==> config.mk <==
export PLATFORM = sky130hd
export DESIGN_NAME = upd_ctrl
export DESIGN_NICKNAME = d
export VERILOG_FILES = /design/src/design/upd_pkg.sv /design/src/design/upd_ctrl.sv
export SDC_FILE = /design/constraint.sdc
export NUM_CORES = 1
export LEC_CHECK = 0
export ABC_AREA = 1
export BUFFER_PORTS_ARGS = -buffer_cell sky130_fd_sc_hd__buf_4
export CORE_UTILIZATION = 30
export DETAILED_ROUTE_END_ITERATION = 16
export PLACE_DENSITY_LB_ADDON = 0.15
export SLEW_MARGIN = 20
export SYNTH_ARGS = -nofsm -noshare
export SYNTH_HDL_FRONTEND = slang
export SYNTH_SLANG_ARGS = --single-unit
==> constraint.sdc <==
create_clock -name clock -period 1.6 [get_ports clock]
set_input_delay 0.24 -clock clock [delete_from_list [all_inputs] [get_ports clock]]
set_output_delay 0.24 -clock clock [all_outputs]
set_load 0.1 [all_outputs]
==> src/design/upd_pkg.sv <==
// shared types, constants and codes for the unordered pair table
package upd_pkg;

   localparam int MAX_ENTRIES = 256;
   localparam int ID_BITS     = 16;
   localparam int KEY_BITS    = 2 * ID_BITS;
   localparam int HND_BITS    = 32;
   localparam int SLOT_BITS   = $clog2(MAX_ENTRIES);
   localparam int COUNT_BITS  = $clog2(MAX_ENTRIES + 1);

   localparam logic [2:0] ACT_INSERT = 3'd0;
   localparam logic [2:0] ACT_ERASE  = 3'd1;
   localparam logic [2:0] ACT_FIND   = 3'd2;
   localparam logic [2:0] ACT_CLEAR  = 3'd3;
   localparam logic [2:0] ACT_READ   = 3'd4;

   localparam logic [1:0] ST_DONE    = 2'd0;
   localparam logic [1:0] ST_PRESENT = 2'd1;
   localparam logic [1:0] ST_ABSENT  = 2'd2;
   localparam logic [1:0] ST_FULL    = 2'd3;

   localparam logic [1:0] RD_SCAN  = 2'd0;
   localparam logic [1:0] RD_LAST  = 2'd1;
   localparam logic [1:0] RD_INDEX = 2'd2;

   localparam logic WR_APPEND = 1'b0;
   localparam logic WR_MOVE   = 1'b1;

   localparam logic [1:0] SLOT_ZERO  = 2'd0;
   localparam logic [1:0] SLOT_HIT   = 2'd1;
   localparam logic [1:0] SLOT_COUNT = 2'd2;
   localparam logic [1:0] SLOT_INDEX = 2'd3;

   localparam logic [1:0] HND_ZERO = 2'd0;
   localparam logic [1:0] HND_HIT  = 2'd1;
   localparam logic [1:0] HND_REQ  = 2'd2;
   localparam logic [1:0] HND_READ = 2'd3;

   localparam logic [1:0] IDS_ZERO = 2'd0;
   localparam logic [1:0] IDS_KEY  = 2'd1;
   localparam logic [1:0] IDS_READ = 2'd2;

   typedef struct packed {
      logic [2:0]           action;
      logic [ID_BITS-1:0]   first_id;
      logic [ID_BITS-1:0]   second_id;
      logic [HND_BITS-1:0]  entry_handle;
      logic [SLOT_BITS-1:0] slot_index;
   } req_type;

   typedef struct packed {
      logic [1:0]            status;
      logic [SLOT_BITS-1:0]  slot;
      logic [HND_BITS-1:0]   handle_out;
      logic [ID_BITS-1:0]    low_id_out;
      logic [ID_BITS-1:0]    high_id_out;
      logic [COUNT_BITS-1:0] entry_count;
   } rsp_type;

   typedef struct packed {
      logic       req_load;
      logic       scan_clear;
      logic       scan_en;
      logic       capture;
      logic [1:0] rd_sel;
      logic       wr_en;
      logic       wr_sel;
      logic       cnt_inc;
      logic       cnt_dec;
      logic       cnt_clr;
      logic       rsp_load;
      logic [1:0] rsp_status;
      logic [1:0] slot_sel;
      logic [1:0] hnd_sel;
      logic [1:0] ids_sel;
   } cmd_type;

   typedef struct packed {
      logic [2:0] action;
      logic       count_zero;
      logic       count_full;
      logic       match;
      logic       last;
      logic       index_ok;
      logic       move_needed;
   } stat_type;

endpackage

==> src/design/upd_ctrl.sv <==
// controller state machine that sequences search, append, swap-remove, clear and reads
module upd_ctrl import upd_pkg::*; (
   input  logic     clock,
   input  logic     reset,
   input  logic     start,
   input  stat_type stat,
   output cmd_type  cmd,
   output logic     busy
);

   localparam logic [2:0] S_IDLE   = 3'd0;
   localparam logic [2:0] S_DECODE = 3'd1;
   localparam logic [2:0] S_SEARCH = 3'd2;
   localparam logic [2:0] S_FOUND  = 3'd3;
   localparam logic [2:0] S_MISS   = 3'd4;
   localparam logic [2:0] S_MOVE   = 3'd5;
   localparam logic [2:0] S_READ   = 3'd6;

   logic [2:0] state_ff, state_in;

   assign busy = (state_ff != S_IDLE);

   always_comb begin
      cmd      = '0;
      state_in = state_ff;
      unique case (state_ff)
         S_IDLE: begin
            if (start) begin
               cmd.req_load   = 1'b1;
               cmd.scan_clear = 1'b1;
               state_in       = S_DECODE;
            end
         end
         S_DECODE: begin
            unique case (stat.action)
               ACT_INSERT, ACT_ERASE, ACT_FIND: begin
                  state_in = stat.count_zero ? S_MISS : S_SEARCH;
               end
               ACT_CLEAR: begin
                  cmd.cnt_clr    = 1'b1;
                  cmd.rsp_load   = 1'b1;
                  cmd.rsp_status = ST_DONE;
                  state_in       = S_IDLE;
               end
               ACT_READ: begin
                  if (stat.index_ok) begin
                     cmd.rd_sel = RD_INDEX;
                     state_in   = S_READ;
                  end else begin
                     cmd.rsp_load   = 1'b1;
                     cmd.rsp_status = ST_FULL;
                     cmd.slot_sel   = SLOT_INDEX;
                     state_in       = S_IDLE;
                  end
               end
               default: begin
                  cmd.rsp_load   = 1'b1;
                  cmd.rsp_status = ST_DONE;
                  state_in       = S_IDLE;
               end
            endcase
         end
         S_SEARCH: begin
            cmd.scan_en = 1'b1;
            cmd.rd_sel  = RD_SCAN;
            priority if (stat.match) begin
               cmd.capture = 1'b1;
               state_in    = S_FOUND;
            end else if (stat.last) begin
               state_in = S_MISS;
            end
         end
         S_FOUND: begin
            cmd.slot_sel = SLOT_HIT;
            cmd.hnd_sel  = HND_HIT;
            cmd.ids_sel  = IDS_KEY;
            unique case (stat.action)
               ACT_INSERT: begin
                  cmd.rsp_load   = 1'b1;
                  cmd.rsp_status = ST_PRESENT;
                  state_in       = S_IDLE;
               end
               ACT_ERASE: begin
                  cmd.cnt_dec = 1'b1;
                  cmd.rd_sel  = RD_LAST;
                  state_in    = S_MOVE;
               end
               default: begin
                  cmd.rsp_load   = 1'b1;
                  cmd.rsp_status = ST_DONE;
                  state_in       = S_IDLE;
               end
            endcase
         end
         S_MISS: begin
            cmd.rsp_load = 1'b1;
            cmd.ids_sel  = IDS_KEY;
            state_in     = S_IDLE;
            if (stat.action == ACT_INSERT) begin
               if (stat.count_full) begin
                  cmd.rsp_status = ST_FULL;
               end else begin
                  cmd.wr_en      = 1'b1;
                  cmd.wr_sel     = WR_APPEND;
                  cmd.cnt_inc    = 1'b1;
                  cmd.rsp_status = ST_DONE;
                  cmd.slot_sel   = SLOT_COUNT;
                  cmd.hnd_sel    = HND_REQ;
               end
            end else begin
               cmd.rsp_status = ST_ABSENT;
            end
         end
         S_MOVE: begin
            cmd.wr_en      = stat.move_needed;
            cmd.wr_sel     = WR_MOVE;
            cmd.rsp_load   = 1'b1;
            cmd.rsp_status = ST_DONE;
            cmd.slot_sel   = SLOT_HIT;
            cmd.hnd_sel    = HND_HIT;
            cmd.ids_sel    = IDS_KEY;
            state_in       = S_IDLE;
         end
         S_READ: begin
            cmd.rsp_load   = 1'b1;
            cmd.rsp_status = ST_DONE;
            cmd.slot_sel   = SLOT_INDEX;
            cmd.hnd_sel    = HND_READ;
            cmd.ids_sel    = IDS_READ;
            state_in       = S_IDLE;
         end
         default: begin
            state_in = S_IDLE;
         end
      endcase
   end

   always_ff @(posedge clock) begin
      if (reset) begin
         state_ff <= S_IDLE;
      end else begin
         state_ff <= state_in;
      end
   end

endmodule

======== Yosys cells after proc, flatten, opt, wreduce, memory -nomap -nowiden ========
Index checks and enable logic that the tools add are counted.
word-level totals
  RAM bits ................................ 0
  bits in latches ......................... 0
  input bits .............................. 12
  flip-flop bits (word level) ............. 3
  memories kept ........................... 0
  output and inout port bits .............. 21
  memory bits (read-only) ................. 0
  word-level logic and storage cells ...... 53
operators by class
  multiplexer cells ....................... 34
  reduce and logical (&&, ||, !) cells .... 6
  magnitude comparators ................... 0
  shifts and indexed selects .............. 0
  $add $sub $neg .......................... 0
  divide/modulo/power cells ............... 0
  $mul .................................... 0
  bitwise logic cells ..................... 0
  equality and inequality tests ........... 12
operator list
  operator                                                         number
  5-bit one-hot mux with 5 select lines                            1
  3-bit two-way mux                                                8
  3-bit one-hot mux with 2 select lines                            3
  2-bit two-way mux                                                8
  3-bit by 2-bit == test with 1-bit output, second input constant  4
  3-bit == test, second input constant                             4
  3-bit one-hot mux with 4 select lines                            1
  4-bit one-hot mux with 3 select lines                            1
  4-bit two-way mux                                                2
  2-bit one-hot mux with 2 select lines                            2
  1-bit two-way mux                                                7
  3-bit by 1-bit == test with 1-bit output, second input constant  2
  3-bit logical NOT                                                2
  5-bit two-way mux                                                1
  3-bit != test, second input constant                             1
  3-bit nonzero test                                               1
  3-bit OR reduction                                               1
  2-bit != test, second input constant                             1
  2-bit AND reduction                                              1
  2-bit OR reduction                                               1

======== Depth between registers and ports, before layout ========
  depth in word-level cells ............... 4
  depth in mapped cells ................... 8
  gate-level depth less buffers ........... 8

======== Worst setup path after synthesis ========
No wires, ideal clock.
  kind .................................... register -> output
  start point ............................. register state_ff[2]
  end point ............................... output port cmd[19] (netlist name)
  path buffers ............................ 2
  data arrival time ....................... 2.979 ns
  data required time ...................... 1.360 ns
  cell stages (with the launch flop) ...... 6
  path slack .............................. -1.619 ns
  cell sequence ........................... dfxtp_1 -> buf_2 -> nor3_1 -> inv_1 -> nor2_1 -> buf_4
RTL lines
  item                      RTL line         text
  start: declaration        upd_ctrl.sv:19   logic [2:0] state_ff, state_in;
  start signal: assignment  upd_ctrl.sv:142  state_ff <= state_in;
  end: declaration          upd_ctrl.sv:7    output cmd_type cmd,

==> impl_metrics.tcl <==
set metrics [dict create \
    placed_area_um2 878.3 \
    wl_met1_um 1092 \
    reg.largest.list "state_ff (3)" \
    hold_buffers 0 \
    relSlewSlack_pct 81.98 \
    cp_num_buf_inv 3 \
    final_cell_mix "buf_4, buf_12, inv_1, nand2_1" \
    grt_pass1_wl_um 3249 \
    grt_pass1_vias 735 \
    synth_simple_gate_area_share_pct 54.95 \
    crit_family "buffers and inverters" \
    syn_area_per_cell_um2 5.144 \
    grt_usage_pct 31.79 \
    drc 0 \
    grt_overflow_total 0 \
    avgRoutedWirePerCell_um 22.50 \
    dr.pass1.iters 5 \
    synthAdderAreaFrac_pct 0 \
    critPathLaunchType "flop" \
    synth_seq_cells 3 \
    synthXorXnorAreaFrac_pct 0 \
    cp-end-kind "primary output" \
    totalWireLength_um 3352 \
    largest_register "state_ff" \
    cts_max_level 1 \
    antenna_found_initial 0 \
    yosys-top-cells-area "nand3_1, nand2_1, dfxtp_1, inv_1, nor2_1" \
    rsz0062_at_grt "yes" \
    dp.cells 138 \
    cts_tree "done" \
    setup_violations 16 \
    design_area_um2 1254 \
    synth_compound_area_share_pct 9.610 \
    largest_reg_flops 3 \
    clk_pin_slew_worst_paths_ns 0.04 \
    worstPathCellList "buf_6 > nor3_4 > clkinvlp_4 > nor2_4 > buf_12" \
    clock-sinks 3 \
    routed-via-count 891 \
    final.setup.tns_ns -1.142 \
    layout_commonest_cell "buf_4" \
    worstSkewPairLatency_ns 0.23 \
    slew_viol_final 0 \
    fin_crit_ns 1.774 \
    area_growth_pct 200.9 \
    final_nets 147 \
    dp_hpwl_um 1147 \
    synth.area.mux_share_pct 0 \
    crit_required_ns 1.36 \
    netlist_instances 81 \
    synthDistinctLibCells 15 \
    port_buffers 32 \
    routed-wl-met3_um 344 \
    cts-root-buf "clkbuf_4" \
    instances_no_fill 149 \
    coreArea_um2 1301 \
    grt_max_degree 7 \
    die-area_um2 1542 \
    via_per_inst 5.980 \
    cp_max_fo 5 \
    power_density_nw_per_um2 568.9 \
    leakage_nw 0.6415 \
    crit_type "reg2out" \
    violations "negative setup slack" \
    hold_viol 0 \
    worstPathArrival_ns 1.53 \
    drv_cap 0 \
    max_slew.worst_pin.slew_ns 0.2694 \
    drtIter0Drc 65 \
    syn-cell-area_um2 416.7 \
    hold_slack_ns 0.3047 \
    highest_layer "met4" \
    num_rows 13 \
    routabilityCongestion 0.7821 \
    synth_top_area_share_pct 16.82 \
    status "complete, but fails checks" \
    slowest_stage "dfxtp_4" \
    dr_wl_met2_um 1630 \
    max_freq_mhz 563.6 \
    seq_area_frac_synth_pct 14.41 \
    clockBufferDepth 2 \
    finalWorstSetupSlack_ns -0.1744 \
    hold_class "in2reg" \
    num_io_pins 33 \
    critPathMaxStageDelay_ns 0.36 \
    yosysTopAreaCell "nand3_1" \
    peakVddDrop_mv 0.7920 \
    numCtsBuffers 3 \
    synth_top_family_by_area "simple AND/OR/NAND/NOR gates" \
    skew_ns 0.003205 \
    synth_warnings 0 \
    fp.dieH_um 39.27 \
    synth_nets 93 \
    post-route-period-util_pct 110.9 \
    start_util_pct 32.02 \
    diodes 0 \
    die_x_um 39.27 \
    drive_above_1_share_pct 70.15 \
    final_antenna_net_count 0 \
]
==> cells in the mapped netlist, drive strengths merged <==
master	instances
a21oi	5
buf	3
dfxtp	3
inv	18
nand2	17
nand3	15
nand4	1
nor2	11
nor3	5
o21ai	3
==> per-layer routing <==
layer | vias to the layer above | GRT usage, %
met4 | 0 | 20.69
met5 | - | 0
li1 | 364 | -
met3 | 32 | 7.386
met2 | 91 | 55.00
met1 | 404 | 34.02
==> kinds of logic (layout without fill, tap and decap cells) <==
group / count (synthesis) / after routing
buffers and inverters: 21 / 74
flip-flops: 3 / 3
AND/OR/NAND/NOR: 49 / 49
AO/OA/AOI/OAI: 8 / 8
==> repair_timing <==
item	CTS	global route
buffers inserted	6	1
gates resized for setup	48	27
setup endpoints to repair	19	20
pin swaps	4	6
==> tightest hold or removal path: cells and delay by family <==
kind / cells / cell delay (ns)
buf+inv: 3 / 0.18
simple gates: 1 / 0.08
==> worst paths after layout <==
kind                                               start                  endpoint  slack, ns  cells past startpoint
worst max-delay path            state_ff[2]$_SDFFE_PP0P_                   cmd[18]      -0.17                      5
worst min-delay path                               reset  state_ff[1]$_SDFFE_PP0P_       0.30                      4
worst max register to register  state_ff[0]$_SDFFE_PP0P_  state_ff[2]$_SDFFE_PP0P_       0.13                      7
worst min register to register  state_ff[2]$_SDFFE_PP0P_  state_ff[0]$_SDFFE_PP0P_       0.74                      3
==> per-stage QoR <==
step | util [%] | setup WS [ns] | power [W]
6_report | 96.35 | -0.1744 | 0.0007132
5_1_grt | 96.35 | -0.2041 | 0.0007313
4_1_cts | 87.02 | -0.06216 | 0.0006425
3_5_place_dp | 67.50 | -0.01896 | 0.0004376
3_3_place_gp | 67.50 | -0.002274 | 0.0004338
2_1_floorplan | - | -0.6645 | 0.0003557
==> area by class of cell <==
class	count	area, um^2
multi-input combinational	57	452.9
inverter	18	77.57
tap	15	18.77
timing repair buffer	52	606.8
sequential	3	71.32
fill	27	47.55
clock buffer	4	26.28
==> where the power goes <==
group	internal, W	total [W]	switching (W)
logic	0.000166	0.000480	0.000314
clock network	0.0000939	0.000139	0.0000455
registers	0.0000794	0.0000933	0.0000139
total	0.000339	0.000713	0.000374
(Power assumes the default switching activity.)
